===== config.mk =====
export PLATFORM = sky130hd
export DESIGN_NAME = sd_block_read_parser
export DESIGN_NICKNAME = d
export VERILOG_FILES = /design/src/rtl/sbrp_pkg.sv /design/src/rtl/sd_block_read_parser.sv
export VERILOG_INCLUDE_DIRS = /design/src /design/src/rtl
export SDC_FILE = /design/constraint.sdc
export NUM_CORES = 1
export LEC_CHECK = 0
export ABC_AREA = 1
export BUFFER_PORTS_ARGS = -buffer_cell sky130_fd_sc_hd__buf_2
export CORE_ASPECT_RATIO = 1.1
export CORE_MARGIN = 2
export CORE_UTILIZATION = 30
export DETAILED_ROUTE_END_ITERATION = 16
export PLACE_DENSITY = 0.52
export SYNTH_ARGS = -nofsm -noshare
export SYNTH_HDL_FRONTEND = slang
export SYNTH_SLANG_ARGS = --single-unit

===== constraint.sdc =====
create_clock -name clk_i -period 2.3 [get_ports clk_i]
set_input_delay 0.115 -clock clk_i [delete_from_list [all_inputs] [get_ports clk_i]]
set_output_delay 0.115 -clock clk_i [all_outputs]
set_load 0.02 [all_outputs]

===== src/rtl/sd_block_read_parser_assert.svh =====
// ----------------------------------------------------------------------------
// sd block read parser assertion macros
// shared concurrent assertion forms, clocked on clk_i, off during reset
// ----------------------------------------------------------------------------
`ifndef SD_BLOCK_READ_PARSER_ASSERT_SVH
`define SD_BLOCK_READ_PARSER_ASSERT_SVH

// same-cycle implication
`define SBRP_ASSERT_NOW(label, ante, cons) \
  label: assert property (@(posedge clk_i) disable iff (!rst_ni) (ante) |-> (cons)) \
    else $error("sbrp assertion failed");

// next-cycle implication
`define SBRP_ASSERT_NEXT(label, ante, cons) \
  label: assert property (@(posedge clk_i) disable iff (!rst_ni) (ante) |=> (cons)) \
    else $error("sbrp assertion failed");

`endif


===== src/rtl/sbrp_pkg.sv =====
// ----------------------------------------------------------------------------
// sbrp_pkg
// types and constants of the sd card spi single block read parser
// ----------------------------------------------------------------------------
package sbrp_pkg;

  localparam int unsigned PollLimit = 65536;
  localparam int unsigned PollW     = $clog2(PollLimit);
  localparam int unsigned BlockLenW = 13;
  localparam int unsigned IndexW    = 12;
  localparam int unsigned MaxBlock  = 4096;

  localparam logic [7:0] ByteIdle   = 8'hFF;
  localparam logic [7:0] ByteToken  = 8'hFE;
  localparam logic [7:0] ByteR1Ok   = 8'h00;
  localparam logic [7:0] R1BusyMask = 8'h80;

  localparam logic [1:0] StOk      = 2'd0;
  localparam logic [1:0] StTimeout = 2'd1;
  localparam logic [1:0] StResp    = 2'd2;
  localparam logic [1:0] StData    = 2'd3;

  typedef enum logic [2:0] {
    PH_IDLE  = 3'd0,
    PH_R1    = 3'd1,
    PH_TOKEN = 3'd2,
    PH_DATA  = 3'd3,
    PH_CRC1  = 3'd4,
    PH_CRC2  = 3'd5,
    PH_TRAIL = 3'd6
  } phase_e;

  typedef struct packed {
    logic       start_read;
    logic [7:0] rx_byte;
  } sbrp_in_t;

  typedef struct packed {
    logic              data_valid;
    logic [7:0]        data_byte;
    logic [IndexW-1:0] byte_index;
    logic              finished;
    logic [1:0]        read_status;
  } sbrp_out_t;

endpackage


===== src/rtl/sd_block_read_parser.sv =====
// ----------------------------------------------------------------------------
// sd_block_read_parser
// parses bytes returned by an sd card in spi mode during a single block read
// output: each input transfer's result is registered, shown the cycle after
// throughput: one byte per cycle via one phase/counter update, unless stalled
// reset: idle phase, counters cleared, block length 512, no result held
// ----------------------------------------------------------------------------
`include "sd_block_read_parser_assert.svh"

module sd_block_read_parser
  import sbrp_pkg::*;
(
  input  logic                 clk_i,
  input  logic                 rst_ni,
  input  logic                 cfg_valid_i,
  output logic                 cfg_ready_o,
  input  logic [BlockLenW-1:0] cfg_data_i,
  input  logic                 in_valid_i,
  output logic                 in_ready_o,
  input  sbrp_in_t             in_data_i,
  output logic                 out_valid_o,
  input  logic                 out_ready_i,
  output sbrp_out_t            out_data_o
);

  logic [BlockLenW-1:0] block_len_q;
  phase_e               phase_q, phase_d;
  logic [PollW-1:0]     poll_q, poll_d;
  logic [BlockLenW-1:0] data_q, data_d;
  logic [1:0]           pend_q, pend_d;
  logic                 out_valid_q;
  sbrp_out_t            out_data_q, res;

  logic                 in_fire;
  phase_e               cur_phase;
  logic [PollW-1:0]     cur_poll;
  logic [BlockLenW-1:0] cur_data;
  logic [1:0]           cur_pend;
  logic [BlockLenW-1:0] eff_len;
  logic [BlockLenW-1:0] data_inc;
  logic                 poll_expired;

  assign cfg_ready_o = 1'b1;
  assign in_ready_o  = !out_valid_q || out_ready_i;
  assign in_fire     = in_valid_i && in_ready_o;
  assign out_valid_o = out_valid_q;
  assign out_data_o  = out_data_q;

  // a start byte restarts the parser before it is processed
  assign cur_phase = in_data_i.start_read ? PH_R1 : phase_q;
  assign cur_poll  = in_data_i.start_read ? '0 : poll_q;
  assign cur_data  = in_data_i.start_read ? '0 : data_q;
  assign cur_pend  = in_data_i.start_read ? StOk : pend_q;

  assign eff_len      = (block_len_q > BlockLenW'(MaxBlock)) ? BlockLenW'(MaxBlock)
                                                             : block_len_q;
  assign data_inc     = cur_data + BlockLenW'(1);
  assign poll_expired = (cur_poll == PollW'(PollLimit - 1));

  always_comb begin
    phase_d = phase_q;
    poll_d  = poll_q;
    data_d  = data_q;
    pend_d  = pend_q;
    if (in_fire) begin
      phase_d = cur_phase;
      poll_d  = cur_poll;
      data_d  = cur_data;
      pend_d  = cur_pend;
      case (cur_phase)
        PH_R1: begin
          poll_d = cur_poll + PollW'(1);
          if (poll_expired) begin
            pend_d  = StTimeout;
            phase_d = PH_TRAIL;
          end else if ((in_data_i.rx_byte & R1BusyMask) == ByteR1Ok) begin
            if (in_data_i.rx_byte == ByteR1Ok) begin
              poll_d  = '0;
              phase_d = PH_TOKEN;
            end else begin
              pend_d  = StResp;
              phase_d = PH_TRAIL;
            end
          end
        end
        PH_TOKEN: begin
          poll_d = cur_poll + PollW'(1);
          if (poll_expired) begin
            pend_d  = StTimeout;
            phase_d = PH_TRAIL;
          end else if (in_data_i.rx_byte != ByteIdle) begin
            if (in_data_i.rx_byte == ByteToken) begin
              data_d  = '0;
              phase_d = (eff_len == '0) ? PH_CRC1 : PH_DATA;
            end else begin
              pend_d  = StData;
              phase_d = PH_TRAIL;
            end
          end
        end
        PH_DATA: begin
          data_d = data_inc;
          if (data_inc >= eff_len) begin
            phase_d = PH_CRC1;
          end
        end
        PH_CRC1: begin
          phase_d = PH_CRC2;
        end
        PH_CRC2: begin
          pend_d  = StOk;
          phase_d = PH_TRAIL;
        end
        PH_TRAIL: begin
          phase_d = PH_IDLE;
          poll_d  = '0;
          data_d  = '0;
          pend_d  = StOk;
        end
        default: begin
          phase_d = PH_IDLE;
        end
      endcase
    end
  end

  always_comb begin
    res = '0;
    case (cur_phase)
      PH_DATA: begin
        res.data_valid = 1'b1;
        res.data_byte  = in_data_i.rx_byte;
        res.byte_index = cur_data[IndexW-1:0];
      end
      PH_TRAIL: begin
        res.finished    = 1'b1;
        res.read_status = cur_pend;
      end
      default: begin
        res = '0;
      end
    endcase
  end

  always_ff @(posedge clk_i or negedge rst_ni) begin
    if (!rst_ni) begin
      block_len_q <= BlockLenW'(512);
      phase_q     <= PH_IDLE;
      poll_q      <= '0;
      data_q      <= '0;
      pend_q      <= StOk;
      out_valid_q <= 1'b0;
    end else begin
      if (cfg_valid_i && cfg_ready_o) begin
        block_len_q <= cfg_data_i;
      end
      phase_q <= phase_d;
      poll_q  <= poll_d;
      data_q  <= data_d;
      pend_q  <= pend_d;
      if (in_fire) begin
        out_valid_q <= 1'b1;
      end else if (out_ready_i) begin
        out_valid_q <= 1'b0;
      end
    end
  end

  always_ff @(posedge clk_i) begin
    if (in_fire) begin
      out_data_q <= res;
    end
  end

  `SBRP_ASSERT_NOW(a_hold_blocks_input, out_valid_q && !out_ready_i, !in_ready_o)
  `SBRP_ASSERT_NEXT(a_trail_finishes, in_fire && cur_phase == PH_TRAIL,
                    out_valid_o && out_data_o.finished)
  `SBRP_ASSERT_NEXT(a_data_byte_valid, in_fire && cur_phase == PH_DATA,
                    out_valid_o && out_data_o.data_valid && !out_data_o.finished)
  `SBRP_ASSERT_NEXT(a_trail_to_idle, in_fire && cur_phase == PH_TRAIL,
                    phase_q == PH_IDLE && poll_q == '0 && data_q == '0)

endmodule

======== After elaboration in Yosys (flattened, before gate mapping) ========
Cells that the tools add are included.
storage, ports and cells
  latch bits .............................. 0
  bits in read-only memories .............. 0
  word-level logic and storage cells ...... 65
  memories ................................ 0
  input bits .............................. 27
  RAM bits ................................ 0
  register bits ........................... 72
  output and inout port bits .............. 27
operators by class
  bitwise operators ....................... 0
  multipliers ............................. 0
  $lt $le $gt $ge ......................... 2
  shift operators ......................... 0
  reductions and logical operators ........ 8
  multiplexer cells ....................... 33
  div/mod/pow operators ................... 0
  add/sub/neg operators ................... 2
  eq/ne operators ......................... 9
operators by type and width
  kind                     number
  $mux W13                 5
  $mux W16                 4
  $pmux W16 S3             1
  $pmux W13 S3             1
  $mux W3                  10
  $mux W21                 1
  $add A16 B1 Y16 const B  1
  $eq A16 B16 Y1 const B   1
  $logic_not A8 Y1         2
  $pmux W3 S5              1
  $mux W2                  7
  $add A13 B1 Y13 const B  1
  $ge A13 B13 Y1           1
  $gt A13 B13 Y1 const B   1
  $logic_not A13 Y1        1
  $eq A3 B3 Y1 const B     3
  $eq A8 B8 Y1 const B     1
  $ne A8 B8 Y1 const B     1
  $eq A3 B2 Y1 const B     2
  $pmux W2 S3              1
  $eq A3 B1 Y1 const B     1
  $mux W1                  2
  $reduce_bool A2 Y1       1
  $reduce_or A2 Y1         1
  other kinds (3)          3

======== Depth between registers and ports, before layout ========
Gate-level depths: netlist (run 1).
  depth in word-level cells ............... 8
  gate-level depth with buffers ........... 24
  mapped depth without buffers ............ 22

======== Worst setup path after synthesis (run 1) ========
No wires, ideal clock.
  kind .................................... flip-flop to flip-flop
  start ................................... register data_q[0]
  end ..................................... register phase_q[0]
  clock period less this slack ............ 2,542 ps
  cell stages (with the launch flop) ...... 21
  required time ........................... 2,181 ps
  setup time .............................. 119 ps
  arrival time ............................ 2,423 ps
  path slack .............................. -242 ps
  path buffers ............................ 0
  cell sequence ........................... dfrtp_1 -> inv_1 -> nor2_1 -> ha_1 -> nand2_1 -> nor2_4 -> nand3_1 -> nand2_1 -> nand2_1 -> ha_1 -> nand2_1 -> nor2_1 -> inv_1 -> nor2_1 -> nand2_1 -> nand3_1 -> nor2_1 -> nor2_1 -> nand2_1 -> nand2_1 -> nand2_1
on the way
  longest elaborated chain between the ends .. 5
RTL lines
  item                    RTL line                     RTL
  start, declared         sd_block_read_parser.sv:29   logic [BlockLenW-1:0] data_q, data_d;
  start signal, assigned  sd_block_read_parser.sv:159  data_q <= data_d;
  $mux W13                sd_block_read_parser.sv:52   assign cur_data = in_data_i.start_read ? '0 : data_q;
  net cur_data[0]         sd_block_read_parser.sv:37   logic [BlockLenW-1:0] cur_data;
  $add A13 B1 Y13         sd_block_read_parser.sv:57   assign data_inc = cur_data + BlockLenW'(1);
  $ge A13 B13 Y1          sd_block_read_parser.sv:103  if (data_inc >= eff_len) begin
  $mux W3                 sd_block_read_parser.sv:103
  $pmux W3 S5             sd_block_read_parser.sv:70   case (cur_phase)
  end signal, assigned    sd_block_read_parser.sv:157  phase_q <= phase_d;
  end, declared           sd_block_read_parser.sv:27   phase_e phase_q, phase_d;
The timed path passes the listed nets, and every way through them passes these cells.
A chain may end at the register's enable or synchronous reset.

======== Worst setup path in the final report (run 1) ========
  start ................................... register data_q[3]
  end ..................................... register phase_q[0]
on the way
  longest elaborated chain between the ends .. 5
RTL lines
  item             RTL line
  $mux W13         sd_block_read_parser.sv:52
  $add A13 B1 Y13  sd_block_read_parser.sv:57
  $ge A13 B13 Y1   sd_block_read_parser.sv:103
  $mux W3          sd_block_read_parser.sv:103
  $pmux W3 S5      sd_block_read_parser.sv:70
Every way passes these cells.

==> results of run 1 <==
==> final cells by class <==
class / instances / area share (%)
Tap cell: 200 / 3.86
Clock inverter: 7 / 1.33
Multi-Input combinational cell: 484 / 41.1
Inverter: 85 / 4.92
Timing Repair Buffer: 144 / 15.7
Clock buffer: 9 / 3.47
Sequential cell: 72 / 29.7
==> metrics by stage <==
step,setup TNS [ps],total power [W],hold slack (ps),instance area [sq um],std cells
6_report,-47.4,0.00452,37.0,6480,1001
5_1_grt,-630,0.00481,80.0,6480,1001
4_1_cts,-2.63,0.00448,27.7,6310,998
3_5_place_dp,-435,0.00288,39.4,5690,962
3_3_place_gp,-419,0.00288,39.8,5690,962
2_1_floorplan,0,0.00239,-181,4740,659
==> path summary, 6_finish.rpt <==
path	from	to	slack [ps]	depth (start not counted)
max	data_q[3]	phase_q[0]	-50	18
min	out_ready_i	out_valid_o	40	4
max reg2reg	data_q[3]	phase_q[0]	-50	18
min reg2reg	phase_q[0]	phase_q[0]	480	2
max in group asynchronous	rst_ni	block_len_q[9]	1480	3
min in group asynchronous	rst_ni	poll_q[12]	190	2
==> cell usage in the layout, fill, tap and decap left out, types with 11 or more instances in the layout <==
cell	Yosys	routed
buf_4	2	75
nor2_1	101	88
inv_2	4	14
dlygate4sd3_1	0	14
nand3_1	49	43
a21oi_1	19	17
dfrtp_1	47	47
buf_2	4	52
nand2_1	189	176
o21ai_0	24	22
inv_1	81	71
o21ai_1	14	14
nand4_1	15	15
nor2_2	8	12
nand2_2	12	22
edfxtp_1	24	24
nor2_4	2	11
==> cell usage after synthesis, types with 3 or more instances <==
cell type    n  area, sq um
nor3_1       5         25.0
o22ai_1      3         18.8
nand2_2     12         75.1
dfrtp_1     47         1180
nand2_4      3         33.8
nand3_1     49          245
ha_1        15          188
edfxtp_1    24          721
buf_2        4         20.0
nand2_1    189          709
nor2_1     101          379
nand4_1     15         93.8
o21ai_1     14         70.1
mux2_2       7         78.8
a21oi_1     19         95.1
nor2_2       8         50.1
inv_1       81          304
clkbuf_1     8         30.0
inv_2        4         15.0
xor2_1       5         43.8
o21ai_0     24          120
==> per-layer routing <==
layer | up-vias | share of wire (%) | global-route usage (%)
met5 | - | 0 | 0
met4 | 0 | 2.5 | 7.58
met3 | 21 | 4.5 | 2.65
met2 | 93 | 44 | 23.6
met1 | 2083 | 49 | 22.5
li1 | 2382 | - | -
==> flip-flops by register name (all words and copies together) (netlist names) <==
signal       cells
phase_q          3
block_len_q     13
poll_q          16
pend_q           2
out_data_o      24
data_q          13
out_valid_o      1
==> critical path: stages, from the launching register on <==
cell and delay, ps:
dfrtp_1 370, inv_2 70, nor2_4 150, nand2_4 80
nor3_4 250, buf_6 150, nand3_2 70, nand2_2 80
inv_2 40, ha_4 250, nand4_1 80, nor2_1 140
nand3_1 120, nand3_2 90, nor2_1 40, nor2_1 100
nand2_1 50, nand2_1 50, nand2_1 40
==> what timing repair did <==
item	4_1_cts	5_1_grt
setup buffers	6	3
endpoints found under the hold margin	24	0
resized for setup	31	36
endpoints found under the setup margin	3	3
pin swaps	22	26
hold buffers	14	0
==> logic make-up after synthesis <==
group | after synthesis | share of synthesized area, %
adders and majority gates | 15 | 3.98
buffers and inverters | 103 | 9.01
xor gates and xnor gates | 7 | 1.30
AOI/OAI and AO/OA | 64 | 7.10
muxes | 7 | 1.67
and+or+nand+nor | 390 | 36.1
DFF | 72 | 40.7
other | 1 | 0.0794
==> power groups by stage <==
stage | Clock (W) | Sequential, W | Combinational, W
finish | 0.00149 | 0.00157 | 0.00146
global route | 0.00159 | 0.00158 | 0.00164
CTS | 0.00152 | 0.00156 | 0.00139
detailed placement | 0 | 0.00159 | 0.00129
global placement | 0 | 0.00158 | 0.00130
floorplan | 0 | 0.00161 | 0.000782
==> metrics.cfg, run 1 <==
[final_layout]
nNetsFinal = 838
antenna_cells = 0
multi_input_area_sq_um = 2660
regArea_sq_um = 1920
drive_gt1_share_pct = 30.5
syn2layout_area_growth_pct = 37.3
final_core_util_pct = 41.7
n_fill_cell = 1608

[pwr]
combPwrFrac_pct = 32.4
powerDensity_nw_per_um2 = 697
p_clk_share_pct = 33.0
switching_power_w = 0.00152
sw_frac_of_total_pct = 33.6
intPower_w = 0.00300
p_leak_nw = 3.03
max-vdd-ir-drop_mv = 0.356
seq_power_share_pct = 34.6

[sta]
clock_skew_ps = 6.04
hold_viol = 0
min_period_over_period_pct = 102
post-route-min-period_ps = 2350
rsz0062_at_grt = true
report.final.slew_viol_count = 0
max_freq_ghz = 0.426
setup_viol = 1
final.setup.worst_slack_ps = -47.4

[critical_path]
critPathMaxFanout = 3
arrival_ps = 2590
crit_type = reg2reg
setup.worst_path.start_class = flop
cp-end-kind = flop
cp.required_ps = 2550

[clock_network]
clock-sinks = 72
clk_pin_slew_ps = 60
root_buffer = clkbuf_16
cts_buffers = 9
cts_buffer_depth = 2
htree_levels = 3
clock_latency_ps = 350
cts_tree = yes

[drt]
routed_wl_um = 12700
first_pass_iters = 4
post-route-drc-count = 0
via_count = 4579
ant_nets = 0
wl_per_cell_um = 12.6
vias_per_cell = 4.57
drtIter0Drc = 197

[synthesis]
synth_edf_count = 24
yosys_warnings = 0
yosys_most_used_dff = dfrtp_1
netlist_area_sq_um = 4720
ys_ff_latch = 72
avgSynthCellArea_sq_um = 7.16
synthArstFlopShare_pct = 66.7
synth_cell_types = 36
yosysSeqAreaShare_pct = 40.7
synth_nets = 701
synthCells = 659

[global_route]
grt_overflow = 0
grt_pass1_vias = 4231
grt_max_degree = 25
antenna_found_initial = 0
grt_pass1_wl_um = 20700
track_usage_pct = 15.9

[floorplanning]
die_height_um = 136
die_w_um = 124
dieArea_sq_um = 16800
coreArea_sq_um = 15600
io_pins = 54
rows = 48
initial_core_util_pct = 30.3

[placed_design]
hpwl_um = 9450
place_ws_ps = -166
port_buffers = 52
gp_congestion = 0.838

[status]
status = finished with violations
failed_checks = negative setup slack

[worst_hold_path]
hp-class = in2reg

[job]
max_cap_viol_count = 0

No activity file was read; power rests on OpenSTA's default activity.
==> run 2, diff against run 1 <==
--- a/config.mk
+++ b/config.mk
@@ -11,6 +11,7 @@
 export CORE_ASPECT_RATIO = 1.1
 export CORE_MARGIN = 2
 export CORE_UTILIZATION = 30
+export CTS_BUF_LIST = sky130_fd_sc_hd__clkbuf_2
 export DETAILED_ROUTE_END_ITERATION = 16
 export PLACE_DENSITY = 0.52
 export SYNTH_ARGS = -nofsm -noshare
==> metrics.cfg, run 2 (synthesis results as in run 1) <==
[critical_path]
critPathBufInv = 3
cp-end-kind = flop
crit_type = reg2reg
cp.required_ps = 2830
setup.worst_path.start_class = flop
crit_chain = inv_1 > nor2_4 > nand2_4 > nor3_4 > buf_6 > nand3_2 > nand2_2 > inv_2 > ha_4 > nand4_1 > nor2_1 > nand3_1 > nand3_2 > nor2_1 > nor2_1 > nand2_1 > nand2_1 > nand2_1
critPathMaxFanout = 3
max_stage_delay_ps = 390
crit_slowest_cell = dfrtp_1
arrival_ps = 2910
crit_family = simple AND/OR/NAND/NOR gates

[final_layout]
regArea_sq_um = 1920
nNetsFinal = 868
fin_area_sq_um = 6590
multi_input_area_sq_um = 2650
final_common_cell = nand2_1
largest_reg_flops = 24
syn2layout_area_growth_pct = 39.6
layout_common_cells = 177 x nand2_1, 89 x nor2_1, 75 x buf_4
drive_gt1_share_pct = 28.8
n_fill_cell = 1611

[clock_network]
clock_latency_ps = 600
clock-sinks = 72
htree_levels = 3
cts_buffer_depth = 2
cts_buffers = 9
clk_pin_slew_ps = 210
root_buffer = clkbuf_2
cts_tree = yes

[drt]
vias_per_cell = 4.54
via_count = 4681
wl_per_cell_um = 12.5
first_pass_iters = 5
ant_nets = 0
drtIter0Drc = 227
routed_wl_um = 12900
post-route-drc-count = 0

[worst_hold_path]
hp-class = in2reg

[global_route]
grt_pass1_vias = 4390
track_usage_pct = 16.2
grt_pass1_wl_um = 21100
antenna_found_initial = 1
grt_max_degree = 25
grt_overflow = 0

[sta]
min_period_over_period_pct = 104
final.setup.worst_slack_ps = -81.6
hold_viol = 0
setup_viol = 3
rsz0062_at_grt = true
max_freq_ghz = 0.420
post-route-min-period_ps = 2380
slew_headroom_pct = 66.6
clock_skew_ps = 23.3
tightest_slew_ps = 500
report.final.slew_viol_count = 0

[floorplanning]
rows = 48
io_pins = 54
initial_core_util_pct = 30.3
die_height_um = 136
coreArea_sq_um = 15600
die_w_um = 124
dieArea_sq_um = 16800

[status]
status = finished with violations
failed_checks = negative setup slack

[pwr]
max-vdd-ir-drop_mv = 0.235
powerDensity_nw_per_um2 = 593
p_leak_nw = 3.07

[placed_design]
port_buffers = 52
dpl_cell_area_sq_um = 5690
place_ws_ps = -166
hpwl_um = 9450
gp_congestion = 0.838

[job]
max_cap_viol_count = 0

==> run 2: layer usage <==
layer	vias to the layer above	share of wire (%)	global-route usage [%]
li1	2434	-	-
met1	2142	49	22.4
met2	86	45	24.9
met3	19	3.9	2.74
met4	0	2.2	7.01
met5	-	0	0
==> run 2: worst paths after layout <==
check | cells past startpoint | slack (ps) | to | from
max in group asynchronous | 3 | 1370 | poll_q[11] | rst_ni
min in group asynchronous | 3 | 50 | block_len_q[12] | rst_ni
hold / removal | 5 | 40 | phase_q[1] | in_valid_i
hold reg to reg | 2 | 500 | phase_q[0] | phase_q[0]
setup / recovery | 18 | -80 | phase_q[0] | data_q[4]
setup reg to reg | 18 | -80 | phase_q[0] | data_q[4]
==> run 2: worst register-to-register path, delay by kind of cell (launching register included) <==
family                   cells  cell delay [ps]
buffers and inverters        3              260
adder cells (fa/ha/maj)      1              250
AND/OR/NAND/NOR             14             1410
flip-flops                   1              390
==> run 2: final cells by class <==
class	instances	area share, %
diodes	1	0.0380
clock buffers	9	0.684
clock inverters	7	1.31
inverters	85	4.84
multi-input cells	484	40.2
flip-flops and latches	72	29.2
well taps	200	3.80
repair buffers	174	20.0
==> run 2: per-stage QoR <==
stage	utilization, %	TNS [ps]	power, W	std cells	hold WS (ps)
global route	42.4	-714	0.00419	1032	53.7
finish	42.4	-168	0.00391	1032	38.7
CTS	41.3	-30.7	0.00387	1028	3.51
floorplan	-	0	0.00239	659	-181
global placement	36.6	-419	0.00288	962	39.8
detailed placement	36.6	-435	0.00288	962	39.4
==> run 2: repair_timing <==
action                                  CTS  global route
hold buffers                             44             0
buffers inserted                          6             3
resized for setup                        30            30
pin swaps                                22            36
endpoints found under the setup margin    3             3
hold endpoints to repair                 72             0
==> run 2: report_power, final <==
part           switching (W)  internal, W
Clock               0.000490     0.000350
Combinational       0.000878     0.000625
Sequential         0.0000867      0.00147
Total                0.00146      0.00245
